===== config.mk =====
export PLATFORM = sky130hd
export DESIGN_NAME = wire_conductivity_scanner_top
export DESIGN_NICKNAME = d
export VERILOG_FILES = /design/src/rtl/wcs_pkg.sv /design/src/rtl/wire_conductivity_scanner_top.sv
export SDC_FILE = /design/constraint.sdc
export NUM_CORES = 1
export LEC_CHECK = 0
export ABC_AREA = 1
export BUFFER_PORTS_ARGS = -buffer_cell sky130_fd_sc_hd__clkbuf_2
export CORE_AREA = 2 2 76 151
export CTS_CLUSTER_SIZE = 30
export DETAILED_ROUTE_END_ITERATION = 6
export DIE_AREA = 0 0 78 153
export GPL_TIMING_DRIVEN = 0
export PLACE_DENSITY = 0.77
export SLEW_MARGIN = 10
export SYNTH_ARGS = -nofsm -noshare
export SYNTH_HDL_FRONTEND = slang
export SYNTH_SLANG_ARGS = --single-unit

===== constraint.sdc =====
create_clock -name clk -period 3.2 [get_ports clk]
set_input_delay 0.48 -clock clk [delete_from_list [all_inputs] [get_ports clk]]
set_output_delay 0.48 -clock clk [all_outputs]
set_load 0.05 [all_outputs]

===== src/rtl/wcs_pkg.sv =====
// ----------------------------------------------------------------------------
// wcs_pkg
// Shared codes, types and helpers for the wire conductivity scanner.
// ----------------------------------------------------------------------------
package wcs_pkg;

  localparam int PIN_LIMIT      = 8;
  localparam int MIN_TEST_WIRES = 2;

  localparam logic [15:0] DELAY_RESET = 16'd10;
  localparam logic [3:0]  COUNT_RESET = 4'd2;

  // operation codes
  localparam logic [1:0] OP_TICK    = 2'd0;
  localparam logic [1:0] OP_MEASURE = 2'd1;
  localparam logic [1:0] OP_TEST    = 2'd2;
  localparam logic [1:0] OP_TAKE    = 2'd3;

  // sequencer states
  localparam logic [1:0] MODE_IDLE     = 2'd0;
  localparam logic [1:0] MODE_MEASURE  = 2'd1;
  localparam logic [1:0] MODE_TEST_ON  = 2'd2;
  localparam logic [1:0] MODE_TEST_OFF = 2'd3;

  // register indexes
  localparam logic REG_DELAY = 1'b0;
  localparam logic REG_COUNT = 1'b1;

  typedef struct packed {
    logic [7:0] pullup_mask;
    logic       result_ready;
    logic       conductive;
    logic       taken_value;
    logic       calibrated;
    logic       busy_res;
    logic       test_failed;
  } wcs_result_t;

  // one-hot pull-up pattern for a wire, none when the wire has no pin
  function automatic logic [7:0] wire_bit(input logic [3:0] idx);
    logic [7:0] m;
    m = '0;
    if (idx < 4'(PIN_LIMIT)) begin
      m[idx[2:0]] = 1'b1;
    end
    return m;
  endfunction

endpackage


===== src/rtl/wire_conductivity_scanner_top.sv =====
// ----------------------------------------------------------------------------
// wire_conductivity_scanner_top
// Tick-driven sequencer for a multi-wire conductivity probe: measurement
// and self-test with settle waits, APB register port.
// ----------------------------------------------------------------------------
// An accepted beat's result is registered in the output register, or in the skid
// entry while the output is stalled. Throughput: one beat per cycle while the skid
// is empty; each beat is a single compare-and-update step on the sequencer
// registers. The two-entry buffer keeps input acceptance going while one result waits.
// Reset (rst_n low, synchronous): sequencer idle, flags clear, buffers empty,
// settle delay = 10 ticks, wires in use = 2.
module wire_conductivity_scanner_top
  import wcs_pkg::*;
#(
  parameter int MAX_WIRES = 8
) (
  input  logic        clk,
  input  logic        rst_n,
  // configuration
  input  logic        psel,
  input  logic        penable,
  input  logic        pwrite,
  input  logic [2:0]  paddr,
  input  logic [31:0] pwdata,
  output logic [31:0] prdata,
  output logic        pready,
  // input channel
  input  logic        in_valid,
  output logic        in_stall,
  input  logic [1:0]  in_op,
  input  logic [7:0]  in_pin_levels,
  // result channel
  output logic        out_valid,
  input  logic        out_stall,
  output logic [7:0]  out_pullup_mask,
  output logic        out_result_ready,
  output logic        out_conductive,
  output logic        out_taken_value,
  output logic        out_calibrated,
  output logic        out_busy_res,
  output logic        out_test_failed
);

  localparam int          EFF_MAX   = (MAX_WIRES < PIN_LIMIT) ? MAX_WIRES : PIN_LIMIT;
  localparam logic [3:0]  EFF_MAX_W = 4'(EFF_MAX);

  logic [15:0] delay_r;
  logic [3:0]  count_r;

  logic [1:0]  mode_r, mode_nxt;
  logic [3:0]  idx_r, idx_nxt;
  logic [15:0] timer_r, timer_nxt;
  logic        ready_r, ready_nxt;
  logic        outcome_r, outcome_nxt;
  logic        calib_r, calib_nxt;
  logic        fault_r, fault_nxt;
  logic [7:0]  drive_r, drive_nxt;
  logic        taken;

  logic        busy_cur, busy_new;
  logic [3:0]  n_use;
  logic [8:0]  mask_wide;
  logic [7:0]  use_mask;
  logic [7:0]  cur_bit;
  logic [4:0]  idx_inc;
  logic        last_wire;
  logic        settle_hit;
  logic [15:0] timer_dec;

  logic        in_accept, out_take, cfg_write;
  wcs_result_t res;
  wcs_result_t out_r, skid_r;
  logic        out_v_r, skid_v_r;

  assign cfg_write = psel && penable && pwrite && pready;
  assign pready    = 1'b1;
  assign prdata    = (paddr[2] == REG_COUNT) ? {28'd0, count_r} : {16'd0, delay_r};

  always_ff @(posedge clk) begin
    if (!rst_n) begin
      delay_r <= DELAY_RESET;
      count_r <= COUNT_RESET;
    end else if (cfg_write) begin
      if (paddr[2] == REG_DELAY) begin
        delay_r <= pwdata[15:0];
      end else begin
        count_r <= pwdata[3:0];
      end
    end
  end

  assign n_use      = (count_r > EFF_MAX_W) ? EFF_MAX_W : count_r;
  assign mask_wide  = (9'd1 << n_use) - 9'd1;
  assign use_mask   = mask_wide[7:0];
  assign cur_bit    = wire_bit(idx_r);
  assign idx_inc    = {1'b0, idx_r} + 5'd1;
  assign last_wire  = idx_inc >= {1'b0, n_use};
  assign settle_hit = timer_r <= 16'd1;
  assign timer_dec  = settle_hit ? 16'd0 : timer_r - 16'd1;
  assign busy_cur   = mode_r inside {MODE_MEASURE, MODE_TEST_ON, MODE_TEST_OFF};

  always_comb begin
    mode_nxt    = mode_r;
    idx_nxt     = idx_r;
    timer_nxt   = timer_r;
    ready_nxt   = ready_r;
    outcome_nxt = outcome_r;
    calib_nxt   = calib_r;
    fault_nxt   = fault_r;
    drive_nxt   = drive_r;
    taken       = 1'b0;
    case (in_op)
      OP_TICK: begin
        case (mode_r)
          MODE_MEASURE: begin
            timer_nxt = timer_dec;
            if (settle_hit) begin
              if ((in_pin_levels & cur_bit) == 8'd0 || last_wire) begin
                ready_nxt   = 1'b1;
                outcome_nxt = ((in_pin_levels & cur_bit) == 8'd0);
                mode_nxt    = MODE_IDLE;
                drive_nxt   = 8'd0;
                timer_nxt   = 16'd0;
              end else begin
                idx_nxt   = idx_inc[3:0];
                drive_nxt = wire_bit(idx_inc[3:0]);
                timer_nxt = delay_r;
              end
            end
          end
          MODE_TEST_ON: begin
            timer_nxt = timer_dec;
            if (settle_hit) begin
              if ((in_pin_levels & cur_bit) == 8'd0 ||
                  (in_pin_levels & use_mask & ~cur_bit) != 8'd0) begin
                fault_nxt = 1'b1;
                mode_nxt  = MODE_IDLE;
                drive_nxt = 8'd0;
                timer_nxt = 16'd0;
              end else begin
                drive_nxt = 8'd0;
                timer_nxt = delay_r;
                mode_nxt  = MODE_TEST_OFF;
              end
            end
          end
          MODE_TEST_OFF: begin
            timer_nxt = timer_dec;
            if (settle_hit) begin
              if (last_wire) begin
                if ((in_pin_levels & use_mask) == 8'd0) begin
                  calib_nxt = 1'b1;
                end else begin
                  fault_nxt = 1'b1;
                end
                mode_nxt  = MODE_IDLE;
                drive_nxt = 8'd0;
                timer_nxt = 16'd0;
              end else begin
                idx_nxt   = idx_inc[3:0];
                drive_nxt = wire_bit(idx_inc[3:0]);
                timer_nxt = delay_r;
                mode_nxt  = MODE_TEST_ON;
              end
            end
          end
          default: begin
            mode_nxt = MODE_IDLE;
          end
        endcase
      end
      OP_MEASURE: begin
        if (!busy_cur && calib_r) begin
          mode_nxt  = MODE_MEASURE;
          idx_nxt   = 4'd0;
          drive_nxt = wire_bit(4'd0);
          timer_nxt = delay_r;
        end
      end
      OP_TEST: begin
        if (!busy_cur) begin
          if (n_use < 4'(MIN_TEST_WIRES)) begin
            fault_nxt = 1'b1;
            mode_nxt  = MODE_IDLE;
            drive_nxt = 8'd0;
            timer_nxt = 16'd0;
          end else begin
            fault_nxt = 1'b0;
            mode_nxt  = MODE_TEST_ON;
            idx_nxt   = 4'd0;
            drive_nxt = wire_bit(4'd0);
            timer_nxt = delay_r;
          end
        end
      end
      OP_TAKE: begin
        if (ready_r) begin
          taken     = outcome_r;
          ready_nxt = 1'b0;
        end
      end
      default: begin
        mode_nxt = mode_r;
      end
    endcase
  end

  assign busy_new = mode_nxt inside {MODE_MEASURE, MODE_TEST_ON, MODE_TEST_OFF};

  always_comb begin
    res.pullup_mask  = drive_nxt;
    res.result_ready = ready_nxt;
    res.conductive   = outcome_nxt;
    res.taken_value  = taken;
    res.calibrated   = calib_nxt;
    res.busy_res     = busy_new;
    res.test_failed  = fault_nxt;
  end

  always_ff @(posedge clk) begin
    if (!rst_n) begin
      mode_r    <= MODE_IDLE;
      idx_r     <= 4'd0;
      timer_r   <= 16'd0;
      ready_r   <= 1'b0;
      outcome_r <= 1'b0;
      calib_r   <= 1'b0;
      fault_r   <= 1'b0;
      drive_r   <= 8'd0;
    end else if (in_accept) begin
      mode_r    <= mode_nxt;
      idx_r     <= idx_nxt;
      timer_r   <= timer_nxt;
      ready_r   <= ready_nxt;
      outcome_r <= outcome_nxt;
      calib_r   <= calib_nxt;
      fault_r   <= fault_nxt;
      drive_r   <= drive_nxt;
    end
  end

  // output register plus skid entry
  assign in_stall  = skid_v_r;
  assign in_accept = in_valid && !in_stall;
  assign out_take  = out_v_r && !out_stall;

  always_ff @(posedge clk) begin
    if (!rst_n) begin
      out_v_r  <= 1'b0;
      skid_v_r <= 1'b0;
    end else if (out_take || !out_v_r) begin
      if (skid_v_r) begin
        out_v_r  <= 1'b1;
        skid_v_r <= 1'b0;
      end else begin
        out_v_r <= in_accept;
      end
    end else if (in_accept) begin
      skid_v_r <= 1'b1;
    end
  end

  always_ff @(posedge clk) begin
    if (out_take || !out_v_r) begin
      if (skid_v_r) begin
        out_r <= skid_r;
      end else if (in_accept) begin
        out_r <= res;
      end
    end else if (in_accept) begin
      skid_r <= res;
    end
  end

  assign out_valid        = out_v_r;
  assign out_pullup_mask  = out_r.pullup_mask;
  assign out_result_ready = out_r.result_ready;
  assign out_conductive   = out_r.conductive;
  assign out_taken_value  = out_r.taken_value;
  assign out_calibrated   = out_r.calibrated;
  assign out_busy_res     = out_r.busy_res;
  assign out_test_failed  = out_r.test_failed;

endmodule


==> metrics.txt, run 1 <==
run status complete, no violations; crit-path max FO 10; via count between 6k and 7k; Die H between 150 and 200 µm; io pins about 100; Netlist cell types 53; DR vias/cell 5.61; final core occ around two thirds; row cnt 54; Synthesis Warnings 0; die area 0.0119 mm²; Routed WL per cell about 16 µm; Clock Latency Late Sink about 0.35 ns; setup ws final between 0.2 and 0.3 ns; layout cells sized above 1 16.5%; hold violation count in the final report 0; root buffer cell clkbuf_16; Fmax achieved around 340 MHz; Nets around 1.1k; largest net degree at the start of global routing 16; CP required approximately 3.3 ns; aggregate global-route resource usage roughly a third; cells after synthesis around 910; register area ~0.002 mm²; IO buf count 65; crit share post-route 90.8%; H-tree Lvls 3; Fillers between 1k and 1.5k; ANT nets after route 0; skew final about 0.0057 ns; CTS tree yes; clock network power share 26.9%; Area Growth Syn to Fin 14.3%; sequential share of the synthesized area a little under a third; critical path arrival ~3 ns; Slew HR between 10% and 20%; sw frac between 40% and 50%; Pint 2.44 mW; pre-CTS setup slack ~0.26 ns; Worst setup SP type flop; Final setup viols 0; grt total ovfl 0; Die X-Extent 78 µm; CTS clk-pin slew, worst paths roughly 0.060 ns; Layout Cells excl Fill around 1.1k; syn_area_per_cell approximately 6.8 µm²; final wirelength 18.7 mm; async set-reset flop share out of synthesis 0%; setup repair after global routing missed its margin no; first-pass GRT wire length about 30 mm; power share of the sequential group 28.9%; Psw 1.80 mW; Post-synth EDFFs 28; Main synth FF type dfxtp_1; CTS sink cnt 84; Final TNS setup 0 ns; Initial Utilization a little under three fifths; Bufs on Longest Clock Path 2; minimum clock period between 2 and 3 ns; initial drt markers approximately 360; footprint of the multi-input gates roughly 0.0035 mm²; ANT cells 0; combinational share of power 44.2%; Leakage 3.30 nW; CP Capture Type flop; # hold bufs at CTS 0; Placer Congestion a little over 1; synthesized cell area 0.00617 mm²; worst-margin pin slew roughly 1.2 ns; PD cells around 600 mW/mm²; core area between 0.01 and 0.015 mm²; worst setup path class flop to flop; Detailed Routing Iterations Pass 1 7; total power between 4 and 5 mW; peak supply drop between 0.3 and 0.4 mV; placed insts ~1.1k; Residual DRC 0; max_cap viols 0; buffer count from post-CTS setup fixing 0; number of global-route vias before repair 6361; HPWL after DPL ~15 mm; Hold Path Class primary input to flop; initial antenna violation count 0; #FFs+latches synth 84; cts bufs inserted 9; Pins Over Slew Limit 0
-- synth_stat cells (3+ instances only) --
cell type / instances / area (µm²)
nand2_1: 212 / 796
inv_1: 98 / 368
nor2_1: 85 / 319
a21oi_1: 72 / 360
o21ai_0: 64 / 320
nand3_1: 57 / 285
dfxtp_1: 56 / 1120
nand4_1: 38 / 238
edfxtp_1: 28 / 841
o21ai_1: 25 / 125
clkbuf_1: 21 / 78.8
buf_4: 18 / 135
ha_1: 17 / 213
nand2_2: 10 / 62.6
inv_2: 9 / 33.8
nor2_2: 9 / 56.3
nor3_1: 8 / 40.0
a31oi_1: 7 / 43.8
buf_6: 7 / 78.8
nand3b_1: 6 / 45.0
clkinv_1: 5 / 18.8
nand2_4: 5 / 56.3
nor2_4: 5 / 56.3
o211ai_1: 5 / 37.5
nand3_2: 4 / 40.0
xnor2_1: 4 / 35.0
nor4_1: 3 / 18.8
-- timing repair --
action                                  4_1_cts  5_1_grt
gates resized for setup                       0        1
hold endpoints to repair                      0        0
endpoints found under the setup margin        0        1
-- placed cells by master (no fill, tap or decap), types with 3 or more instances in the layout --
cell type	netlist	final
clkbuf_1	21	21
nand2_4	5	5
dfxtp_1	56	55
a31oi_1	7	7
nor2_4	5	5
nor2_1	85	85
nand4_1	38	38
nand3b_1	6	6
ha_1	17	17
a21oi_1	72	71
o21ai_1	25	25
nand2_1	212	212
nor2_2	9	9
edfxtp_1	28	28
clkbuf_2	0	65
buf_4	18	18
conb_1	2	17
buf_6	7	7
nor3_1	8	8
clkinv_1	5	6
nand3_2	4	4
nor4_1	3	3
nand3_1	57	57
xnor2_1	4	4
inv_2	9	9
o211ai_1	5	5
clkbuf_16	0	9
o21ai_0	64	64
nand2_2	10	10
inv_1	98	98
-- worst paths after layout --
path | from | endpoint | slack [ns] | depth (start not counted)
setup reg to reg | idx_r[1] | out_calibrated | 0.29 | 12
setup / recovery | idx_r[1] | out_calibrated | 0.29 | 12
hold reg to reg | timer_r[1] | timer_r[1] | 0.47 | 2
hold / removal | pwdata[1] | delay_r[1] | 0.37 | 3
-- metrics by stage --
stage	hold WS (ns)	cell area [µm²]
finish	0.369	7050
global route	0.382	7050
CTS	0.362	7050
detailed placement	0.469	6730
global placement	0.456	6720
floorplan	0.445	6220
-- registers in the layout, indices dropped and copies added (netlist names) --
register and count:
idx_r 4, out_test_failed 1, drive_r 8, timer_r 16, mode_r 2, ready_r 1, outcome_r 1, delay_r 16
out_result_ready 1, out_conductive 1, out_taken_value 1, out_pullup_mask 8, skid_r 14, in_stall 1, calib_r 1, out_calibrated 1
out_valid 1, fault_r 1, count_r 4, out_busy_res 1
-- kinds of logic after synthesis --
kind of cell,Yosys count,share of synthesized area (%)
other cells,2,0.122
fa+ha+maj,17,3.45
flops,84,31.8
simple gates,449,34.4
buf+inv,165,12.3
compound gates,189,17.1
xor+xnor,6,0.852
-- layout make-up --
| cell class | instances | share of cell area [%] |
|---|---|---|
| multi-input combinational | 678 | 49.8 |
| sequential | 84 | 27.8 |
| inverter | 115 | 6.25 |
| timing repair buffer | 65 | 4.61 |
| buffer | 50 | 4.47 |
| clock buffer | 9 | 3.19 |
| tap | 140 | 2.48 |
| clock inverter | 7 | 1.38 |
-- power groups by stage --
stage	combinational [mW]	clock (mW)	sequential, mW
global placement	1.80	0	1.24
floorplan	1.34	0	1.30
detailed placement	1.82	0	1.25
CTS	1.82	1.14	1.22
finish	1.87	1.14	1.22
global route	2.04	1.18	1.23
-- layer usage --
metal | part of all wire, % | global-route usage, % | vias to the layer above
met2 | 53 | 59.4 | 246
met1 | 34 | 29.9 | 2911
li1 | - | - | 3194
met5 | 0 | 0 | -
met3 | 5.1 | 5.25 | 95
met4 | 8.3 | 26.8 | 0
-- critical path, cell delays in order, from the launching register on --
cell     delay, ns
dfxtp_1       0.45
ha_1          0.25
nor2_1        0.05
nor2_1        0.24
ha_1          0.31
nand2_1       0.08
nand2_1       0.05
nand3_1       0.11
nand4_4       0.24
nand2_1       0.18
inv_1         0.07
a31oi_1       0.43
o21ai_0       0.16
Note: power is estimated with default switching activity, not from simulation.
==> run 2, diff against run 1 <==
--- a/config.mk
+++ b/config.mk
@@ -7,12 +7,12 @@
 export LEC_CHECK = 0
 export ABC_AREA = 1
 export BUFFER_PORTS_ARGS = -buffer_cell sky130_fd_sc_hd__clkbuf_2
-export CORE_AREA = 2 2 76 151
+export CORE_AREA = 2 2 107 109
 export CTS_CLUSTER_SIZE = 30
 export DETAILED_ROUTE_END_ITERATION = 6
-export DIE_AREA = 0 0 78 153
+export DIE_AREA = 0 0 109 111
 export GPL_TIMING_DRIVEN = 0
-export PLACE_DENSITY = 0.77
+export PLACE_DENSITY = 0.76
 export SLEW_MARGIN = 10
 export SYNTH_ARGS = -nofsm -noshare
 export SYNTH_HDL_FRONTEND = slang
==> metrics.txt, run 2 (synthesis gave the netlist of run 1 again) <==
run status complete, no violations; Cells on Worst Hold Path 3; Leakage about 3.3 nW; Residual DRC 0; CTS tree yes; Hold Path Class primary input to flop; combinational share of power between 40 and 50%; Final setup viols 0; initial antenna violation count 0; number of global-route vias before repair approximately 5.7k; hold wc startpoint pwdata[3]; initial drt markers 500; ANT cells 0; IO buf count between 60 and 70; Slew HR 21.9%; CTS clk-pin slew, worst paths roughly 0.060 ns; final instance area 0.00704 mm²; crit-path max FO 10; R2R cell count 19; critical path arrival 2.93 ns; Fmax achieved between 300 and 400 MHz; worst setup path class flop to flop; HPWL after DPL ~13 mm; layout cells sized above 1 between 15 and 20%; via count around 6.3k; io pins 101; setup repair after global routing missed its margin no; r2r setup slk 0.37 ns; die area between 0.01 and 0.015 mm²; Detailed Routing Iterations Pass 1 5; Worst setup SP type flop; ANT nets after route 0; Fillers around 1.0k; commonest non-fill, non-tap cells in the layout nand2_1 (212), inv_1 (98), nor2_1 (84); # hold bufs at CTS 0; Pins Over Slew Limit 0; Placer Congestion about 0.95; largest net degree at the start of global routing 17; cts bufs inserted 9; Die X-Extent 109 µm; pre-CTS setup slack around 0.32 ns; aggregate global-route resource usage between 20 and 30%; worst-margin pin slew between 1 and 1.5 ns; Pint ~2.4 mW; Layout Cells excl Fill about 1.2k; final wirelength 17.2 mm; DR vias/cell between 5 and 6; core area 0.0111 mm²; skew final ~0.01 ns; Hold EP delay_r[3]; Routed WL per cell ~15 µm; minimum clock period around 2.8 ns; CTS sink cnt 84; commonest non-fill, non-tap cell in the layout nand2_1; Nets 1072; Area Growth Syn to Fin 14.1%; row cnt 39; RR Endpoint out_test_failed; grt total ovfl 0; Final TNS setup 0 ns; PD cells around 580 mW/mm²; setup ws final between 0.3 and 0.4 ns; crit share post-route a little under 90%; CP Capture Type flop; clock network power share roughly a quarter; placed insts 1135; hold violation count in the final report 0; first-pass GRT wire length roughly 28 mm; Clock Latency Late Sink roughly 0.35 ns; CP required approximately 3.3 ns; sw frac 42.6%; Initial Utilization between 50 and 60%; root buffer cell clkbuf_16; max_cap viols 0; Psw 1.75 mW; Die H 111 µm; power share of the sequential group a little under 30%; worst r2r src idx_r[0]; total power 4.11 mW; peak supply drop between 0.3 and 0.4 mV; Top Registers delay_r (16), timer_r (16), skid_r (14); DP Area about 0.0067 mm²; H-tree Lvls 3; Bufs on Longest Clock Path 2
-- run 2: cell count changes in the layout (fill, tap and decap cells not counted), sizes merged --
cell      change
bufinv        -1
clkinvlp      +1
inv           +1
clkinv        -1
-- run 2: timing repair --
action	4_1_cts	5_1_grt
endpoints found under the setup margin	0	1
setup buffers	0	0
resized for setup	0	1
-- run 2: critical path: stages (launching register included) --
cell,delay (ns)
dfxtp_1,0.49
inv_2,0.11
nor2_1,0.12
ha_1,0.28
inv_1,0.08
ha_1,0.24
nand2_1,0.07
nor2_1,0.04
nand2_1,0.09
nand4_4,0.24
nand2_8,0.19
clkinv_4,0.08
nand2_1,0.06
nand2_1,0.05
nand2_1,0.05
nand3_1,0.08
nand2_1,0.09
nand2_1,0.09
nand2_1,0.07
nand2_1,0.05
-- run 2: layout make-up --
type                    instances  area [µm²]  area share (%)
plain buffers                  50         315            4.48
flip-flops and latches         84        1960            27.9
clock buffers                   9         225            3.20
repair buffers                 65         325            4.62
inverters                     115         440            6.26
multi-input cells             678        3510            49.9
well taps                     143         179            2.54
clock inverters                 7        80.1            1.14
-- run 2: routing by layer --
metal	part of all wire (%)	vias to the layer above	track usage (%)
met5	0	-	0
met4	3.6	0	12.7
met3	7.5	45	4.70
met2	45	276	45.2
met1	44	2834	39.6
li1	-	3192	-
-- run 2: power groups by stage --
stage                     Sequential [mW]  Clock [mW]  Combinational (mW)
after floorplan                      1.30           0                1.34
after global placement               1.24           0                1.76
after detailed placement             1.25           0                1.78
after CTS                            1.22        1.08                1.79
after global routing                 1.23        1.11                1.99
final                                1.22        1.07                1.82
-- run 2: worst max path at each step --
stage                from  slack, ns         endpoint
2_1_floorplan    idx_r[0]       0.74  out_test_failed
3_3_place_gp     idx_r[0]       0.37  out_test_failed
3_5_place_dp     idx_r[0]       0.32  out_test_failed
4_1_cts          idx_r[0]       0.30  out_test_failed
5_1_grt        count_r[3]       0.06     out_busy_res
6_report         idx_r[0]       0.37  out_test_failed
-- run 2: metrics by stage --
stage          hold slack [ns]  util (%)
3_5_place_dp             0.467      60.7
3_3_place_gp             0.459      60.7
2_1_floorplan            0.445         -
6_report                 0.366      63.5
4_1_cts                  0.361      63.5
5_1_grt                  0.391      63.5
